File: src/ultrasonic_echo_ranger_macros.svh
// ----------------------------------------------------------------------------
// Ultrasonic echo ranger assertion macros
// Concurrent assertion wrappers on clk, disabled while rst_n is low.
// ----------------------------------------------------------------------------
`ifndef ULTRASONIC_ECHO_RANGER_MACROS_SVH
`define ULTRASONIC_ECHO_RANGER_MACROS_SVH

`ifndef ASSERT_OFF
// Same-cycle implication.
`define UER_ASSERT_IMP(name, ante, cons, msg) \
  name: assert property (@(posedge clk) disable iff (!rst_n) (ante) |-> (cons)) \
    else $error(msg);
// Next-cycle implication.
`define UER_ASSERT_NXT(name, ante, cons, msg) \
  name: assert property (@(posedge clk) disable iff (!rst_n) (ante) |=> (cons)) \
    else $error(msg);
`else
`define UER_ASSERT_IMP(name, ante, cons, msg)
`define UER_ASSERT_NXT(name, ante, cons, msg)
`endif

`endif

File: src/uer_pkg.sv
// ----------------------------------------------------------------------------
// Ultrasonic echo ranger package
// Shared word types, register indexes, reset values and scaling constants.
// ----------------------------------------------------------------------------
package uer_pkg;

  localparam int CFG_IDX_W  = 3;
  localparam int CFG_DATA_W = 18;

  // Register indexes on the configuration port
  localparam logic [CFG_IDX_W-1:0] CFG_TRIGGER_TICKS      = 3'd0;
  localparam logic [CFG_IDX_W-1:0] CFG_ECHO_TIMEOUT_TICKS = 3'd1;
  localparam logic [CFG_IDX_W-1:0] CFG_ALARM_MIN_DIST     = 3'd2;
  localparam logic [CFG_IDX_W-1:0] CFG_ALARM_MAX_DIST     = 3'd3;
  localparam logic [CFG_IDX_W-1:0] CFG_ALARM_TICKS        = 3'd4;
  localparam logic [CFG_IDX_W-1:0] CFG_REST_TICKS         = 3'd5;

  localparam int WIDTH_W = 15;
  localparam int DIST_W  = 16;
  localparam int SCALE_W = 13;
  localparam int PROD_W  = WIDTH_W + SCALE_W;

  // Distance = width * 7025 >> 12 (0.01715 cm per tick in Q1.12)
  localparam logic [SCALE_W-1:0] DIST_SCALE = 13'd7025;
  localparam int                 DIST_SHIFT = 12;

  typedef struct packed {
    logic [7:0]         trigger_ticks;
    logic [WIDTH_W-1:0] echo_timeout_ticks;
    logic [DIST_W-1:0]  alarm_min_dist;
    logic [DIST_W-1:0]  alarm_max_dist;
    logic [17:0]        alarm_ticks;
    logic [17:0]        rest_ticks;
  } cfg_t;

  localparam cfg_t CFG_RESET = '{
    trigger_ticks:      8'd10,
    echo_timeout_ticks: 15'd30000,
    alarm_min_dist:     16'd200,
    alarm_max_dist:     16'd3000,
    alarm_ticks:        18'd50000,
    rest_ticks:         18'd200000
  };

  typedef struct packed {
    logic              trigger_level;
    logic              alarm_level;
    logic              reading_ready;
    logic              timed_out;
    logic [DIST_W-1:0] distance;
  } res_t;

  // Unsaturated distance for an echo width
  function automatic logic [DIST_W-1:0] width_to_dist(input logic [WIDTH_W-1:0] width);
    logic [PROD_W-1:0] prod;
    prod = PROD_W'(width) * PROD_W'(DIST_SCALE);
    return prod[DIST_SHIFT +: DIST_W];
  endfunction

endpackage

File: src/uer_cfg_regs.sv
// ----------------------------------------------------------------------------
// Ultrasonic echo ranger configuration registers
// Write-only register file loaded from the plain configuration port.
// ----------------------------------------------------------------------------
module uer_cfg_regs (
  input  logic                          clk,
  input  logic                          rst_n,
  input  logic                          cfg_we,
  input  logic [uer_pkg::CFG_IDX_W-1:0] cfg_index,
  input  logic [uer_pkg::CFG_DATA_W-1:0] cfg_wdata,
  output uer_pkg::cfg_t                 cfg
);

  uer_pkg::cfg_t cfg_r;

  always_ff @(posedge clk) begin
    if (!rst_n) begin
      cfg_r <= uer_pkg::CFG_RESET;
    end else if (cfg_we) begin
      unique case (cfg_index)
        uer_pkg::CFG_TRIGGER_TICKS:      cfg_r.trigger_ticks      <= cfg_wdata[7:0];
        uer_pkg::CFG_ECHO_TIMEOUT_TICKS: cfg_r.echo_timeout_ticks <= cfg_wdata[14:0];
        uer_pkg::CFG_ALARM_MIN_DIST:     cfg_r.alarm_min_dist     <= cfg_wdata[15:0];
        uer_pkg::CFG_ALARM_MAX_DIST:     cfg_r.alarm_max_dist     <= cfg_wdata[15:0];
        uer_pkg::CFG_ALARM_TICKS:        cfg_r.alarm_ticks        <= cfg_wdata[17:0];
        uer_pkg::CFG_REST_TICKS:         cfg_r.rest_ticks         <= cfg_wdata[17:0];
        default: ; // drop writes to unused indexes
      endcase
    end
  end

  assign cfg = cfg_r;

endmodule

File: src/uer_fsm.sv
// ----------------------------------------------------------------------------
// Ultrasonic echo ranger sequencer
// Phase state, tick counter and echo width; one result word per echo tick.
// ----------------------------------------------------------------------------
`include "ultrasonic_echo_ranger_macros.svh"

module uer_fsm #(
  parameter int COUNT_BITS = 18,
  parameter int DIST_BITS  = 16
) (
  input  logic          clk,
  input  logic          rst_n,
  input  uer_pkg::cfg_t cfg,
  input  logic          acc,
  input  logic          echo,
  output uer_pkg::res_t res
);

  localparam int CW = (COUNT_BITS > 18) ? COUNT_BITS : 18;
  localparam int DW = uer_pkg::DIST_W;
  localparam logic [DW-1:0] DIST_LIM =
    (DIST_BITS >= DW) ? {DW{1'b1}} : DW'((64'd1 << DIST_BITS) - 64'd1);

  typedef enum logic [2:0] {
    PH_TRIG  = 3'd0,
    PH_WAIT  = 3'd1,
    PH_MEAS  = 3'd2,
    PH_ALARM = 3'd3,
    PH_REST  = 3'd4
  } phase_t;

  phase_t                        phase_r, phase_nxt, rest_phase;
  logic [COUNT_BITS-1:0]         cnt_r, cnt_nxt, cnt_inc;
  logic [uer_pkg::WIDTH_W-1:0]   width_r, width_nxt;
  logic [7:0]                    tlen;
  logic [DW-1:0]                 dist_raw, dist_sat;
  logic                          in_win;

  assign cnt_inc    = cnt_r + COUNT_BITS'(1);
  assign tlen       = (cfg.trigger_ticks == 8'd0) ? 8'd1 : cfg.trigger_ticks;
  assign rest_phase = (cfg.rest_ticks == 18'd0) ? PH_TRIG : PH_REST;
  assign dist_raw   = uer_pkg::width_to_dist(width_r);
  assign dist_sat   = (dist_raw > DIST_LIM) ? DIST_LIM : dist_raw;
  assign in_win     = (dist_sat > cfg.alarm_min_dist) && (dist_sat < cfg.alarm_max_dist);

  always_comb begin
    phase_nxt = phase_r;
    cnt_nxt   = cnt_r;
    width_nxt = width_r;
    res       = '0;
    unique case (phase_r)
      PH_TRIG: begin
        res.trigger_level = 1'b1;
        if (CW'(cnt_inc) >= CW'(tlen)) begin
          phase_nxt = PH_WAIT;
          cnt_nxt   = '0;
        end else begin
          cnt_nxt = cnt_inc;
        end
      end
      PH_WAIT: begin
        if (echo) begin
          width_nxt = uer_pkg::WIDTH_W'(1);
          phase_nxt = PH_MEAS;
          cnt_nxt   = '0;
        end else if (CW'(cnt_r) >= CW'(cfg.echo_timeout_ticks)) begin
          res.reading_ready = 1'b1;
          res.timed_out     = 1'b1;
          width_nxt         = '0;
          cnt_nxt           = '0;
          phase_nxt         = rest_phase;
        end else begin
          cnt_nxt = cnt_inc;
        end
      end
      PH_MEAS: begin
        if (echo) begin
          if (width_r >= cfg.echo_timeout_ticks) begin
            res.reading_ready = 1'b1;
            res.timed_out     = 1'b1;
            width_nxt         = '0;
            cnt_nxt           = '0;
            phase_nxt         = rest_phase;
          end else begin
            width_nxt = width_r + uer_pkg::WIDTH_W'(1);
          end
        end else begin
          res.reading_ready = 1'b1;
          res.distance      = dist_sat;
          width_nxt         = '0;
          cnt_nxt           = '0;
          if (in_win && (cfg.alarm_ticks != 18'd0)) begin
            phase_nxt = PH_ALARM;
          end else begin
            phase_nxt = rest_phase;
          end
        end
      end
      PH_ALARM: begin
        res.alarm_level = 1'b1;
        if (CW'(cnt_inc) >= CW'(cfg.alarm_ticks)) begin
          cnt_nxt   = '0;
          phase_nxt = rest_phase;
        end else begin
          cnt_nxt = cnt_inc;
        end
      end
      PH_REST: begin
        if (CW'(cnt_inc) >= CW'(cfg.rest_ticks)) begin
          cnt_nxt   = '0;
          phase_nxt = PH_TRIG;
        end else begin
          cnt_nxt = cnt_inc;
        end
      end
      default: begin
        // restart from trigger on an unused code
        phase_nxt = PH_TRIG;
        cnt_nxt   = '0;
        width_nxt = '0;
      end
    endcase
  end

  always_ff @(posedge clk) begin
    if (!rst_n) begin
      phase_r <= PH_TRIG;
      cnt_r   <= '0;
      width_r <= '0;
    end else if (acc) begin
      phase_r <= phase_nxt;
      cnt_r   <= cnt_nxt;
      width_r <= width_nxt;
    end
  end

  `UER_ASSERT_NXT(a_hold_when_idle, !acc,
                  $stable(phase_r) && $stable(cnt_r) && $stable(width_r),
                  "sequencer state moved without an accepted word")
  `UER_ASSERT_NXT(a_meas_ends_on_fall, acc && (phase_r == PH_MEAS) && !echo,
                  (phase_r != PH_MEAS) && (width_r == '0),
                  "echo fall did not close the measurement")
  `UER_ASSERT_IMP(a_timeout_no_dist, acc && res.timed_out,
                  res.reading_ready && (res.distance == '0),
                  "timed-out reading carries a distance")

endmodule

File: src/uer_out_buf.sv
// ----------------------------------------------------------------------------
// Ultrasonic echo ranger output buffer
// Result register plus one skid entry; frees the input side while stalled.
// ----------------------------------------------------------------------------
`include "ultrasonic_echo_ranger_macros.svh"

module uer_out_buf (
  input  logic          clk,
  input  logic          rst_n,
  input  logic          push,
  input  uer_pkg::res_t push_word,
  output logic          full,
  output logic          out_valid,
  input  logic          out_stall,
  output uer_pkg::res_t out_word
);

  logic          out_valid_r, skid_valid_r;
  uer_pkg::res_t out_word_r, skid_word_r;

  always_ff @(posedge clk) begin
    if (!rst_n) begin
      out_valid_r  <= 1'b0;
      skid_valid_r <= 1'b0;
    end else if (!out_valid_r || !out_stall) begin
      // output slot frees: skid first, else the new word
      if (skid_valid_r) begin
        out_valid_r  <= 1'b1;
        skid_valid_r <= 1'b0;
      end else begin
        out_valid_r <= push;
      end
    end else if (push) begin
      skid_valid_r <= 1'b1;
    end
  end

  always_ff @(posedge clk) begin
    if (!out_valid_r || !out_stall) begin
      out_word_r <= skid_valid_r ? skid_word_r : push_word;
    end
    if (out_valid_r && out_stall && push) begin
      skid_word_r <= push_word;
    end
  end

  assign full      = skid_valid_r;
  assign out_valid = out_valid_r;
  assign out_word  = out_word_r;

  `UER_ASSERT_IMP(a_skid_behind_out, skid_valid_r, out_valid_r,
                  "skid entry held while output register empty")
  `UER_ASSERT_NXT(a_skid_fills, out_valid_r && out_stall && push,
                  skid_valid_r, "word pushed into stalled buffer was dropped")
  `UER_ASSERT_NXT(a_skid_drains, skid_valid_r && !out_stall,
                  !skid_valid_r && out_valid_r, "skid entry not moved on release")

endmodule

File: src/ultrasonic_echo_ranger.sv
// ----------------------------------------------------------------------------
// Ultrasonic echo ranger
// Trigger / echo timing controller for a pulse-echo ultrasonic range sensor.
// ----------------------------------------------------------------------------
// Feed one input word per microsecond tick carrying the sampled echo pin
// level; every accepted word yields exactly one result word carrying the
// trigger and alarm drive levels for that tick plus a reading_ready pulse,
// timed_out flag and distance (0.01 cm, width * 7025 >> 12, saturating).
// The block loops trigger -> wait for rise -> measure high width -> optional
// alarm -> optional rest. Throughput is one word per clock while in_stall is
// low: the phase/counter update and the 15x13 distance multiply with its
// window compare all complete in the cycle that the word is accepted, and the
// result is registered in the output register, or in the skid entry if that
// register is full and stalled. With one skid entry, in_stall rises only once
// both hold a word: in the cycle after out_stall blocks a full result register
// while a new word arrives. It falls again after the first edge with out_stall
// low. Write configuration only while the block is idle.
// ----------------------------------------------------------------------------
module ultrasonic_echo_ranger #(
  parameter int COUNT_BITS = 18,
  parameter int DIST_BITS  = 16
) (
  input  logic                           clk,
  input  logic                           rst_n,
  // configuration write port
  input  logic                           cfg_we,
  input  logic [uer_pkg::CFG_IDX_W-1:0]  cfg_index,
  input  logic [uer_pkg::CFG_DATA_W-1:0] cfg_wdata,
  // tick input channel
  input  logic                           in_valid,
  output logic                           in_stall,
  input  logic                           in_echo_level,
  // result channel
  output logic                           out_valid,
  input  logic                           out_stall,
  output logic                           out_trigger_level,
  output logic                           out_alarm_level,
  output logic                           out_reading_ready,
  output logic                           out_timed_out,
  output logic [uer_pkg::DIST_W-1:0]     out_distance
);

  uer_pkg::cfg_t cfg;
  uer_pkg::res_t res_word;
  uer_pkg::res_t out_word;
  logic          buf_full;
  logic          in_acc;

  // Take a tick word whenever the skid entry is free.
  assign in_stall = buf_full;
  assign in_acc   = in_valid && !buf_full;

  uer_cfg_regs u_cfg (
    .clk       (clk),
    .rst_n     (rst_n),
    .cfg_we    (cfg_we),
    .cfg_index (cfg_index),
    .cfg_wdata (cfg_wdata),
    .cfg       (cfg)
  );

  // Sequencer: advances only on an accepted tick, so stalls freeze time.
  uer_fsm #(
    .COUNT_BITS (COUNT_BITS),
    .DIST_BITS  (DIST_BITS)
  ) u_fsm (
    .clk   (clk),
    .rst_n (rst_n),
    .cfg   (cfg),
    .acc   (in_acc),
    .echo  (in_echo_level),
    .res   (res_word)
  );

  uer_out_buf u_obuf (
    .clk       (clk),
    .rst_n     (rst_n),
    .push      (in_acc),
    .push_word (res_word),
    .full      (buf_full),
    .out_valid (out_valid),
    .out_stall (out_stall),
    .out_word  (out_word)
  );

  // Unpack the result word onto its field ports.
  assign out_trigger_level = out_word.trigger_level;
  assign out_alarm_level   = out_word.alarm_level;
  assign out_reading_ready = out_word.reading_ready;
  assign out_timed_out     = out_word.timed_out;
  assign out_distance      = out_word.distance;

endmodule

File: config.mk
export PLATFORM = sky130hd
export DESIGN_NAME = ultrasonic_echo_ranger
export DESIGN_NICKNAME = d
export VERILOG_FILES = /design/src/uer_pkg.sv /design/src/uer_cfg_regs.sv /design/src/uer_fsm.sv /design/src/uer_out_buf.sv /design/src/ultrasonic_echo_ranger.sv
export VERILOG_INCLUDE_DIRS = /design/src /design/src/src
export SDC_FILE = /design/constraint.sdc
export NUM_CORES = 1
export LEC_CHECK = 0
export ABC_AREA = 1
export BUFFER_PORTS_ARGS = -buffer_cell sky130_fd_sc_hd__buf_2
export CAP_MARGIN = 25
export CORE_AREA = 8 8 150 257
export DETAILED_ROUTE_END_ITERATION = 6
export DIE_AREA = 0 0 158 265
export RECOVER_POWER = 25
export SLEW_MARGIN = 20
export SYNTH_ARGS = -nofsm -noshare
export SYNTH_HDL_FRONTEND = slang
export SYNTH_HIERARCHICAL = 1
export SYNTH_SLANG_ARGS = --single-unit
File: constraint.sdc
create_clock -name clk -period 11 [get_ports clk]
set_input_delay 2.2 -clock clk [delete_from_list [all_inputs] [get_ports clk]]
set_output_delay 2.2 -clock clk [all_outputs]
set_load 0.005 [all_outputs]
==> results by group <==
Run status
  • Status: finished with violations
  • Failing checks: max-capacitance violations, max-slew violations

Synth
  • Compound-Gate Fraction of Synth Area: 0.0703
  • Ys async rst share: 0
  • Register area share after synthesis: 0.276
  • Synth Flop Type: dfxtp_1
  • Synth Area in Adders: 0.268
  • Largest family of logic cells by synthesized area: adder cells
  • Yosys warns: 6
  • Syn Nets: 2,090
  • Mean post-synth cell area: 7.59 um2
  • Area of the mapped netlist: 0.0137 mm2
  • Synthesis-stage register bit count: 169
  • Synth cell types: 50
  • Synth Area in Simple Gates: 0.250
  • Post-synthesis mux area share: 0
  • Post-synth EDFFs: 40
  • Cell count after synthesis: 1,808
  • XOR/XNOR share of the synthesized area: 0.0261

Pwr
  • Clock Power Share: 0.401
  • Leakage: 7.91 nW
  • Int Pwr: 1.19 mW
  • P_sw: 0.540 mW
  • Tot Pwr: 1.73 mW
  • Sw frac: 0.312
  • Power density cells: 114 mW/mm2
  • Sequential power share: 0.402
  • Logic pwr share: 0.197
  • Maximum VDD drop: 0.124 mV

Clock network
  • Post-CTS resize count: 0
  • Root Driver: clkbuf_16
  • Max clock buf depth: 2
  • Setup bufs post-CTS: 0
  • Worst skew pair latency: 450 ps
  • TritonCTS clock tree: built
  • Clock Pin Slew Worst Setup and Hold Paths: 70 ps
  • H-tree Lvls: 4
  • # hold bufs at CTS: 0
  • Clk sinks: 169
  • CTS buffer count: 17

STA
  • Final TNS setup: 0 ps
  • Setup violators final: 0
  • Max Slew Vio Count: 102
  • Worst Max-Slew Pin Slew: 2970 ps
  • Worst Skew: 9.65 ps
  • Final WS setup: 4370 ps
  • Tcrit/Tclk final: 0.603
  • Slew Limit Headroom: -0.980
  • Final Hold Fails: 0
  • Fmax: 151 MHz
  • Tmin final: 6630 ps
  • RSZ-0062 raised after global routing: no
  • WHS: 467 ps

Route
  • Vias per cell: 5.04
  • DR WL/cell: 17.8 um
  • DRT iter0 DRCs: 700
  • Via Count: 11,700
  • Routed WL: 41,400 um
  • DR pass1 iterations: 5
  • DRC Markers: 0
  • Final ANT Viol Nets: 0

Critical path
  • Crit Reg-Reg Endpoint: u_fsm/phase_r[0]
  • FF-to-FF Start: u_fsm/width_r[8]
  • Critical path type: reg -> reg
  • Critical Path AT: 7020 ps
  • Reg2reg path depth: 29
  • Critical path origin: u_fsm/width_r[8]
  • Crit path max-delay cell type: dfxtp_1
  • Slowest stage delay, CP: 600 ps
  • Flop2flop setup slack: 4370 ps
  • Crit. End Element: register
  • CP endpoint: u_fsm/phase_r[0]
  • Critical path's top delay family: adder cells
  • CP max FO: 8
  • Cell mode on critical path: fa_1
  • WP buf/inv: 4
  • CP Data Required Time: 11,400 ps
  • WP depth: 29
  • Setup crit start kind: register

Finish
  • Final core occ: 0.430
  • Fin nets: 2,130
  • Fin cells: 2,326
  • Area delta synth->final: 9.91%
  • Share of layout cells above drive strength 1: 0.0736
  • # diodes: 0
  • Finished Cell Area: 0.0151 mm2

Hold path
  • Hold depth: 2
  • Min-delay worst type: reg -> reg

Die
  • # rows: 91
  • Die Wd: 158 um
  • Die span in y: 265 um
  • Effective utilization at floorplan: 0.391
  • Io pins: 49
  • Die ar.: 0.0419 mm2
  • Core box area: 0.0351 mm2

Placed design
  • Final GP Congestion: 0.971
  • Post-DP HPWL: 34,100 um
  • Dpl cells: 2,294
  • Port buffer count: 48
  • Pre-CTS setup slack: 4360 ps
  • Area after DPL: 0.0144 mm2

GRT
  • First-pass GRT wire length: 64,900 um
  • Initial antenna violation count: 0
  • Global-route usage over all layers: 0.206
  • Vias in the first global route: 12,100
  • GRT overflow: 0
  • Largest net degree at the start of global routing: 67

Run
  • Max-Cap Viols: 2
[how the worst min path moves through the flow]
stage	startpoint	end	slack (ps)
finish	u_cfg/cfg[40]	u_cfg/cfg[40]	470
global placement	u_cfg/cfg[40]	u_cfg/cfg[40]	440
detailed placement	u_cfg/cfg[40]	u_cfg/cfg[40]	450
global route	u_cfg/cfg[80]	u_cfg/cfg[80]	490
floorplan	u_cfg/cfg[39]	u_cfg/cfg[39]	430
CTS	u_cfg/cfg[40]	u_cfg/cfg[40]	460
[layout make-up]
class                   instances  area, um2
multi-input cells            1252       8440
well taps                     465        582
repair buffers                 58        304
clock buffers                  18        429
flip-flops and latches        169       3780
inverters                     350       1310
clock inverters                14        233
fillers                      3730      20000
[state kept, by name, summed over array words and instances (netlist names)]
name and cells:
u_cfg/cfg 91, u_fsm/cnt_r 18, u_fsm/phase_r 3, u_fsm/width_r 15
u_obuf/full 1, u_obuf/out_valid 1, u_obuf/out_word 20, u_obuf/skid_word_r 20
[power groups by stage]
stage	logic, mW	registers [mW]	clock network (mW)
after floorplan	0.233	0.700	0
after global placement	0.332	0.708	0
after detailed placement	0.338	0.709	0
after CTS	0.340	0.695	0.704
after global routing	0.384	0.698	0.725
final	0.340	0.695	0.692
[synthesized netlist by cell type (11+ instances only)]
library cell	count	area [um2]
buf_2	15	75.1
nor4_1	17	106
edfxtp_1	40	1200
ha_1	190	2380
inv_1	332	1250
nand4_1	19	119
clkbuf_1	15	56.3
a21oi_1	64	320
fa_1	65	1300
o21ai_0	65	325
nand3_2	11	110
inv_2	16	60.1
xor2_1	32	280
nor3_1	20	100
nand3_1	131	656
dfxtp_1	129	2580
nor2_1	225	845
nand2_1	331	1240
[metal layers]
layer  routed length (um)  global-route usage  vias up
li1                     -                   -     5835
met2                22800               0.401      322
met5                    0                   0        -
met4                 3090               0.143        0
met1                14100               0.192     5460
met3                 1410              0.0230      116
[layout by cell type (no fill, tap or decap), types with 3 or more instances in the layout]
cell type / n
a211oi_1: 4
a21boi_0: 3
a21o_1: 6
a21oi_1: 64
buf_2: 45
buf_4: 8
bufinv_16: 5
clkbuf_1: 6
clkbuf_16: 17
dfxtp_1: 129
edfxtp_1: 40
fa_1: 65
ha_1: 190
inv_1: 332
inv_2: 16
inv_6: 4
inv_8: 3
nand2_1: 331
nand2_2: 5
nand3_1: 131
nand3_2: 11
nand4_1: 19
nor2_1: 224
nor2_2: 11
nor2_4: 3
nor3_1: 20
nor3_2: 3
nor4_1: 17
o211ai_1: 7
o21a_1: 7
o21ai_0: 65
o21ai_1: 3
o21bai_1: 3
xnor2_1: 7
xor2_1: 32
[worst min-delay path, stage by stage, from the launching register on]
cell and delay, ps:
dfxtp_1 320, nand2_1 60, nand3_1 50
[logic make-up after synthesis]
family | count (synthesis)
compound gates | 171
flops | 169
buf+inv | 387
fa+ha+maj | 255
xor+xnor | 40
simple gates | 786
Note: power is estimated with default switching activity, not from simulation.
